**config.mk**
```make
export PLATFORM = sky130hd
export DESIGN_NAME = rational_alu_with_reduction
export DESIGN_NICKNAME = d
export VERILOG_FILES = /design/src/design/rat_pkg.sv /design/src/design/rational_alu_with_reduction.sv /design/src/design/rat_divider.sv
export SDC_FILE = /design/constraint.sdc
export NUM_CORES = 2
export LEC_CHECK = 0
export ABC_CLOCK_PERIOD_IN_PS = 13000
export BUFFER_PORTS_ARGS = -buffer_cell sky130_fd_sc_hd__buf_4
export CORE_AREA = 2 2 288 290
export CTS_CLUSTER_DIAMETER = 80
export CTS_CLUSTER_SIZE = 12
export DETAILED_ROUTE_END_ITERATION = 8
export DIE_AREA = 0 0 290 292
export PLACE_DENSITY = 0.73
export SLEW_MARGIN = 20
export SYNTH_ARGS = -nofsm -noshare
export SYNTH_HDL_FRONTEND = slang
export SYNTH_HIERARCHICAL = 1
export SYNTH_SLANG_ARGS = --single-unit
```
**constraint.sdc**
```tcl
create_clock -name clk -period 13 [get_ports clk]
set_input_delay 3.25 -clock clk [delete_from_list [all_inputs] [get_ports clk]]
set_output_delay 3.25 -clock clk [all_outputs]
set_load 0.02 [all_outputs]
```
**src/design/rat_pkg.sv**
```systemverilog
// ----------------------------------------------------------------------------
// rat_pkg
// Shared widths, operation codes and sequencer states of the rational ALU.
// ----------------------------------------------------------------------------
package rat_pkg;

    localparam int OPERAND_WIDTH = 16;
    localparam int NUM_WIDTH     = 2 * OPERAND_WIDTH + 1;
    localparam int DEN_WIDTH     = 2 * OPERAND_WIDTH;
    localparam int MAG_WIDTH     = NUM_WIDTH;
    localparam int CNT_WIDTH     = $clog2(MAG_WIDTH + 1);

    typedef enum logic [1:0] {
        FUNC_ADD = 2'd0,
        FUNC_SUB = 2'd1,
        FUNC_MUL = 2'd2,
        FUNC_DIV = 2'd3
    } func_t;

    typedef enum logic [3:0] {
        ST_IDLE,
        ST_MUL0,
        ST_MUL1,
        ST_MUL2,
        ST_COMB,
        ST_GCD,
        ST_DIVN,
        ST_DIVD,
        ST_OUT
    } state_t;

endpackage

```
**src/design/rational_alu_with_reduction.sv**
```systemverilog
// ----------------------------------------------------------------------------
// rational_alu_with_reduction
// Signed fraction add/sub/mul/div with gcd reduction on a shared divider.
// ----------------------------------------------------------------------------
// One beat in, one beat out. Products are formed on one shared 16x16
// multiplier in ST_MUL0 and ST_MUL1, and for add and subtract also ST_MUL2.
// The reduction runs Euclid on a one-bit-per-cycle divider, one division per
// remainder step, then two exact divisions by the gcd, first of the numerator
// and then of the denominator. A zero denominator skips the reduction.
// s_tready is high only when idle, and idle returns in the cycle after the
// result beat is taken.
module rational_alu_with_reduction
(
    input  logic        clk,
    input  logic        rst_n,
    input  logic        s_tvalid,
    output logic        s_tready,
    // func[1:0], x_num[17:2], x_den[33:18], y_num[49:34], y_den[65:50]
    input  logic [71:0] s_tdata,
    output logic        m_tvalid,
    input  logic        m_tready,
    // raw_num[32:0], raw_den[64:33], red_num[97:65], red_den[129:98]
    output logic [135:0] m_tdata,
    // zero_den[0]
    output logic        m_tuser
);

    localparam int OW = rat_pkg::OPERAND_WIDTH;
    localparam int NW = rat_pkg::NUM_WIDTH;
    localparam int DW = rat_pkg::DEN_WIDTH;
    localparam int MW = rat_pkg::MAG_WIDTH;

    rat_pkg::state_t state_reg, state_next;

    logic [1:0]             func_reg;
    logic signed [OW-1:0]   xn_reg, xd_reg, yn_reg, yd_reg;
    logic signed [DW-1:0]   p0_reg, p1_reg;
    logic signed [NW-1:0]   rn_reg;
    logic signed [DW-1:0]   rd_reg;
    logic signed [NW-1:0]   qn_reg;
    logic signed [DW-1:0]   qd_reg;
    logic                   zero_reg;
    logic [MW-1:0]          a_reg, b_reg;
    logic                   div_wait_reg;

    logic signed [OW-1:0]   ma, mb;
    logic signed [DW-1:0]   prod;
    logic                   div_start, div_done;
    logic [MW-1:0]          div_a, div_b, div_q, div_r;
    logic [MW-1:0]          mag_n, mag_d;
    logic signed [NW-1:0]   comb_n;

    assign mag_n = rn_reg[NW-1] ? MW'(-rn_reg) : MW'(rn_reg);
    assign mag_d = rd_reg[DW-1] ? MW'(-{rd_reg[DW-1], rd_reg}) : MW'({1'b0, rd_reg});

    always_comb
    begin
        ma = xn_reg;
        mb = yd_reg;
        unique case (state_reg)
            rat_pkg::ST_MUL0:
            begin
                ma = xn_reg;
                mb = (func_reg == rat_pkg::FUNC_MUL) ? yn_reg : yd_reg;
            end
            rat_pkg::ST_MUL1:
            begin
                ma = (func_reg == rat_pkg::FUNC_MUL) ? xd_reg : yn_reg;
                mb = (func_reg == rat_pkg::FUNC_MUL) ? yd_reg : xd_reg;
            end
            rat_pkg::ST_MUL2:
            begin
                ma = xd_reg;
                mb = yd_reg;
            end
            default:
            begin
                ma = xn_reg;
                mb = yd_reg;
            end
        endcase
    end

    assign prod = DW'(ma) * DW'(mb);

    always_comb
    begin
        unique case (rat_pkg::func_t'(func_reg))
            rat_pkg::FUNC_ADD: comb_n = NW'(p0_reg) + NW'(p1_reg);
            rat_pkg::FUNC_SUB: comb_n = NW'(p0_reg) - NW'(p1_reg);
            default:           comb_n = NW'(p0_reg);
        endcase
    end

    always_comb
    begin
        state_next = state_reg;
        unique case (state_reg)
            rat_pkg::ST_IDLE: if (s_tvalid) state_next = rat_pkg::ST_MUL0;
            rat_pkg::ST_MUL0: state_next = rat_pkg::ST_MUL1;
            rat_pkg::ST_MUL1: state_next = (func_reg == rat_pkg::FUNC_ADD ||
                                            func_reg == rat_pkg::FUNC_SUB) ?
                                           rat_pkg::ST_MUL2 : rat_pkg::ST_COMB;
            rat_pkg::ST_MUL2: state_next = rat_pkg::ST_COMB;
            rat_pkg::ST_COMB: state_next = (p1_reg == '0 && func_reg != rat_pkg::FUNC_ADD &&
                                            func_reg != rat_pkg::FUNC_SUB) ||
                                           (rd_reg == '0 && (func_reg == rat_pkg::FUNC_ADD ||
                                            func_reg == rat_pkg::FUNC_SUB)) ?
                                           rat_pkg::ST_OUT : rat_pkg::ST_GCD;
            rat_pkg::ST_GCD:  if (!div_wait_reg && b_reg == '0) state_next = rat_pkg::ST_DIVN;
            rat_pkg::ST_DIVN: if (div_done) state_next = rat_pkg::ST_DIVD;
            rat_pkg::ST_DIVD: if (div_done) state_next = rat_pkg::ST_OUT;
            rat_pkg::ST_OUT:  if (m_tready) state_next = rat_pkg::ST_IDLE;
            default:          state_next = rat_pkg::ST_IDLE;
        endcase
    end

    always_comb
    begin
        s_tready  = (state_reg == rat_pkg::ST_IDLE);
        m_tvalid  = (state_reg == rat_pkg::ST_OUT);
        div_start = 1'b0;
        div_a     = a_reg;
        div_b     = b_reg;
        if (state_reg == rat_pkg::ST_GCD && !div_wait_reg && b_reg != '0)
        begin
            div_start = 1'b1;
        end
        else if (state_reg == rat_pkg::ST_GCD && !div_wait_reg && b_reg == '0)
        begin
            div_start = 1'b1;
            div_a     = mag_n;
            div_b     = a_reg;
        end
        else if (state_reg == rat_pkg::ST_DIVN && div_done)
        begin
            div_start = 1'b1;
            div_a     = mag_d;
            div_b     = a_reg;
        end
    end

    rat_divider u_div
    (
        .clk       (clk),
        .rst_n     (rst_n),
        .start     (div_start),
        .dividend  (div_a),
        .divisor   (div_b),
        .done      (div_done),
        .quotient  (div_q),
        .remainder (div_r)
    );

    always_ff @(posedge clk or negedge rst_n)
    begin
        if (!rst_n)
        begin
            state_reg    <= rat_pkg::ST_IDLE;
            div_wait_reg <= 1'b0;
        end
        else
        begin
            state_reg <= state_next;
            if (div_start && state_reg == rat_pkg::ST_GCD && b_reg != '0)
            begin
                div_wait_reg <= 1'b1;
            end
            else if (div_done)
            begin
                div_wait_reg <= 1'b0;
            end
        end
    end

    always_ff @(posedge clk)
    begin
        unique case (state_reg)
            rat_pkg::ST_IDLE:
            begin
                func_reg <= s_tdata[1:0];
                xn_reg   <= s_tdata[2 +: OW];
                xd_reg   <= s_tdata[2 + OW +: OW];
                yn_reg   <= s_tdata[2 + 2 * OW +: OW];
                yd_reg   <= s_tdata[2 + 3 * OW +: OW];
            end
            rat_pkg::ST_MUL0: p0_reg <= prod;
            rat_pkg::ST_MUL1: p1_reg <= prod;
            rat_pkg::ST_MUL2: rd_reg <= prod;
            rat_pkg::ST_COMB:
            begin
                rn_reg <= comb_n;
                if (func_reg != rat_pkg::FUNC_ADD && func_reg != rat_pkg::FUNC_SUB)
                begin
                    rd_reg <= p1_reg;
                    zero_reg <= (p1_reg == '0);
                    a_reg <= comb_n[NW-1] ? MW'(-comb_n) : MW'(comb_n);
                    b_reg <= p1_reg[DW-1] ? MW'(-{p1_reg[DW-1], p1_reg}) :
                                            MW'({1'b0, p1_reg});
                end
                else
                begin
                    zero_reg <= (rd_reg == '0);
                    a_reg <= comb_n[NW-1] ? MW'(-comb_n) : MW'(comb_n);
                    b_reg <= mag_d;
                end
                qn_reg <= '0;
                qd_reg <= '0;
            end
            rat_pkg::ST_GCD:
            begin
                if (div_wait_reg && div_done)
                begin
                    a_reg <= b_reg;
                    b_reg <= div_r;
                end
            end
            rat_pkg::ST_DIVN: if (div_done) qn_reg <= rn_reg[NW-1] ? -NW'(div_q) : NW'(div_q);
            rat_pkg::ST_DIVD: if (div_done) qd_reg <= rd_reg[DW-1] ? -DW'(div_q) : DW'(div_q);
            default:
            begin
            end
        endcase
    end

    assign m_tdata = {6'd0, qd_reg, qn_reg, rd_reg, rn_reg};
    assign m_tuser = zero_reg;

`ifndef SYNTHESIS
    a_ready_idle: assert property (@(posedge clk) disable iff (!rst_n)
        s_tready |-> !m_tvalid)
        else $error("ready while result pending");
    a_out_hold: assert property (@(posedge clk) disable iff (!rst_n)
        (m_tvalid && !m_tready) |=> m_tvalid && $stable(m_tdata))
        else $error("result dropped");
    a_zero_red: assert property (@(posedge clk) disable iff (!rst_n)
        (m_tvalid && m_tuser) |-> (qn_reg == '0 && qd_reg == '0))
        else $error("zero denominator not cleared");
`endif

endmodule

```
**src/design/rat_divider.sv**
```systemverilog
// ----------------------------------------------------------------------------
// rat_divider
// Restoring unsigned divider, one quotient bit per cycle.
// ----------------------------------------------------------------------------
module rat_divider
(
    input  logic                              clk,
    input  logic                              rst_n,
    input  logic                              start,
    input  logic [rat_pkg::MAG_WIDTH-1:0]     dividend,
    input  logic [rat_pkg::MAG_WIDTH-1:0]     divisor,
    output logic                              done,
    output logic [rat_pkg::MAG_WIDTH-1:0]     quotient,
    output logic [rat_pkg::MAG_WIDTH-1:0]     remainder
);

    localparam int W = rat_pkg::MAG_WIDTH;

    logic [W-1:0]                   q_reg, q_next;
    logic [W-1:0]                   r_reg, r_next;
    logic [W-1:0]                   d_reg;
    logic [rat_pkg::CNT_WIDTH-1:0]  cnt_reg, cnt_next;
    logic                           busy_reg, busy_next;
    logic                           done_reg, done_next;
    logic [W:0]                     trial;

    always_comb
    begin
        trial     = {r_reg, q_reg[W-1]} - {1'b0, d_reg};
        q_next    = q_reg;
        r_next    = r_reg;
        cnt_next  = cnt_reg;
        busy_next = busy_reg;
        done_next = 1'b0;
        if (start)
        begin
            q_next    = dividend;
            r_next    = '0;
            cnt_next  = rat_pkg::CNT_WIDTH'(W);
            busy_next = 1'b1;
        end
        else if (busy_reg)
        begin
            if (!trial[W])
            begin
                r_next = trial[W-1:0];
                q_next = {q_reg[W-2:0], 1'b1};
            end
            else
            begin
                r_next = {r_reg[W-2:0], q_reg[W-1]};
                q_next = {q_reg[W-2:0], 1'b0};
            end
            cnt_next = cnt_reg - 1'b1;
            if (cnt_reg == rat_pkg::CNT_WIDTH'(1))
            begin
                busy_next = 1'b0;
                done_next = 1'b1;
            end
        end
    end

    always_ff @(posedge clk or negedge rst_n)
    begin
        if (!rst_n)
        begin
            busy_reg <= 1'b0;
            done_reg <= 1'b0;
            cnt_reg  <= '0;
        end
        else
        begin
            busy_reg <= busy_next;
            done_reg <= done_next;
            cnt_reg  <= cnt_next;
        end
    end

    always_ff @(posedge clk)
    begin
        q_reg <= q_next;
        r_reg <= r_next;
        if (start)
        begin
            d_reg <= divisor;
        end
    end

    assign done      = done_reg;
    assign quotient  = q_reg;
    assign remainder = r_reg;

`ifndef SYNTHESIS
    a_done_after_busy: assert property (@(posedge clk) disable iff (!rst_n)
        done_reg |-> $past(busy_reg))
        else $error("divider done without busy");
    a_no_start_busy: assert property (@(posedge clk) disable iff (!rst_n)
        done_reg |-> !busy_reg)
        else $error("divider busy at done");
    a_count_range: assert property (@(posedge clk) disable iff (!rst_n)
        busy_reg |-> (cnt_reg != '0))
        else $error("divider count underflow");
`endif

endmodule

```
==> impl_metrics.ini <==
[synth]
synth_xor_area_share_pct = 6.747
ys_ff_latch = 439
yosysSeqAreaShare_pct = 35.07
netlist_instances = 3793
netlist_area_mm2 = 0.03646
synth_cell_type_count = 100
synth_mux_area_share_pct = 4.152
synth_edf_count = 393
yosysWarnings = 6
synth-simple-area-share_pct = 14.66
ys.flop_type = edfxtp_1
synth_compound_area_share_pct = 13.17
avgSynthCellArea_um2 = 9.613
synthAdderAreaFrac_pct = 19.85
synth_top_family_by_area = adder cells
synth-async-reset-ratio_pct = 2.961

[worst_setup_path]
r2r_slack_ps = 3170
cpMaxStageDelayCell = and2_1
cp_num_cells = 31
endpoint = rd_reg[30]
r2r_start = func_reg[0]
critPathKind = reg -> reg
cp_max_fo = 27
r2r-end = rd_reg[30]
critical_path.startpoint = func_reg[0]
arrival_ps = 10160
cp-start-kind = register
critPathCaptureType = register
crit_top_cell = fa_1
required_ps = 13340
crit_buf_inv = 7
critPathTopFamily = adder cells
r2r_cells = 31
slowest_delay_ps = 830

[detailed_routing]
ant_nets = 0
wl_mm = 101.4
drt-initial-drc-count = 3075
wire_per_inst_um = 20.27
drc = 0
drt-pass1-iter-count = 6
via_count = 28420
viasPerCell = 5.682

[pwr]
cellLeakagePower_nw = 16.69
p_per_area_mw_per_mm2 = 68.37
ir_drop_v = 0.00009815

[final_layout]
final_common_cell = nand2_1
n_fill_cell = 7418
fin_nets = 4401
areaGrowthSynthToFinish_pct = 10.70
final-seq-area_mm2 = 0.01279
multiInputGateArea_mm2 = 0.02147
fin_area_mm2 = 0.04036
final_cell_mix = 482 x nand2_1, 409 x inv_1, 393 x edfxtp_1
layout-drive-gt1-share_pct = 11.95
diodes = 0

[die]
fp-row-count = 105
dieArea_mm2 = 0.08468
die_w_um = 290
num_io_pins = 215
die_y_um = 292
start_util_pct = 44.69
core_mm2 = 0.08158

[place]
gp_congestion = 0.9650
place_area_mm2 = 0.03899
place_worst_setup_slack_ps = 2863
hpwlAfterDp_mm = 78.44
io_buffer_count = 202

[run]
cap_violations = 0

[run_status]
outcome = finished, final reports clean

[clock_network]
clockBufferDepth = 3
ctsResizeCount = 0
clock_sinks = 439
cts_made_buffers = 44
cts_tree = yes
clk_pin_slew_ps = 70
clock-root-buffer = clkbuf_16
clkLatencyLatePin_ps = 610
hold_buffers = 0
htreeDepth = 2
postCtsSetupBuffers = 0

[grt]
grt_pass1_vias = 27390
antenna_found_initial = 1
track_usage_pct = 23.65
grt_pass1_wl_mm = 156.7
grt_max_degree = 103
overflow = 0

[timing]
rsz0062_at_grt = no
slew_violations = 0
slew_headroom_pct = 22.29
fmax_ghz = 0.1018
layout_worst_path_cycle_share_pct = 75.58
tns_ps = 0
worst_slew_pin_slew_ps = 1166
finalHoldViolCount = 0
setup_ws_ps = 3174
skew_ps = 26.53
setup_viol_count_final = 0
period_needed_ps = 9826

[min_path]
worstHoldPathType = reg -> reg
stage by stage:
| step | power [W] | util (%) | hold slack [ps] | std cells |
|---|---|---|---|---|
| detailed placement | 0.001566 | 47.80 | 512.8 | 4927 |
| finish | 0.002760 | 49.47 | 523.6 | 5002 |
| floorplan | 0.001550 | - | 479.5 | 3798 |
| global route | 0.002832 | 49.47 | 555.1 | 5002 |
| global placement | 0.001566 | 47.80 | 504.0 | 4927 |
| CTS | 0.002785 | 49.42 | 515.7 | 5000 |
area by class of cell:
class / instances / share of cell area, %
multi-input cells: 2757 / 53.20
clock buffers: 65 / 2.948
repair buffers: 249 / 4.675
inverters: 414 / 3.850
well taps: 1070 / 3.317
clock inverters: 8 / 0.3286
flip-flops and latches: 439 / 31.69
routing by layer:
layer / wire [um] / track usage [%]
met2: 47180 / 38.78
met1: 41940 / 31.66
met5: 0 / 0
met3: 7642 / 2.862
met4: 4602 / 10.33
power by group:
part           switching, W  internal, W
logic            0.00000580    0.0000129
clock network      0.000565     0.000659
registers                 0      0.00152
worst min path at each step:
stage                              startpoint                   to  slack (ps)  depth (start not counted)
after CTS                 u_div/remainder[21]  u_div/remainder[22]         520                          2
after global routing       u_div/remainder[7]   u_div/remainder[8]         560                          2
after global placement    u_div/remainder[25]  u_div/remainder[26]         500                          2
after detailed placement  u_div/remainder[21]  u_div/remainder[22]         510                          2
after floorplan           u_div/remainder[25]  u_div/remainder[26]         480                          2
final                      u_div/remainder[2]   u_div/remainder[3]         520                          2
cells by family (layout without fill, tap and decap cells):
group,after synthesis,in the layout
compound gates,717,717
xor+xnor,280,280
fa+ha+maj,420,420
buf+inv,602,736
flops,439,439
mux,138,138
other cells,1,6
simple gates,1196,1196
synthesized netlist by cell type, types with 7 or more instances:
master,instances,area [um^2]
and2_1,28,175.2
dfxtp_1,33,660.6
ha_1,156,1952
o31ai_1,45,337.8
fa_1,264,5285
nor3_1,47,235.2
or3_1,49,306.5
a31oi_1,17,106.4
nor2b_1,17,106.4
a311oi_1,17,148.9
inv_1,411,1543
buf_4,8,60.06
o41ai_1,18,157.7
nand3_1,48,240.2
buf_2,9,45.04
nand2_1,487,1828
nand4_1,20,125.1
nand2b_1,21,131.4
o211ai_1,23,172.7
o21bai_1,12,90.09
clkbuf_1,152,570.6
xnor2_1,102,893.4
nor4_1,23,143.9
o22ai_1,28,175.2
a221o_1,13,130.1
dfrtp_1,13,325.3
and3_1,20,125.1
a21o_1,63,473.0
buf_1,16,60.06
or4_1,13,97.59
o21ai_1,27,135.1
or2_2,15,93.84
a21oi_1,161,805.8
a22o_1,8,70.07
o21ai_0,145,725.7
edfxtp_1,393,11800
a211oi_1,21,157.7
nor2_1,370,1389
nor4b_1,7,61.31
mux2_2,102,1149
xor2_1,177,1550
mux2i_1,35,350.3
o21a_1,25,187.7
a221oi_1,22,192.7
tightest hold or removal path, delay by kind of cell (launching register included):
family	cells	cell delay [ps]
flip-flops	1	340
AO/OA/AOI/OAI	1	70
AND/OR/NAND/NOR	1	70
Power figures use the tool's default switching activity.
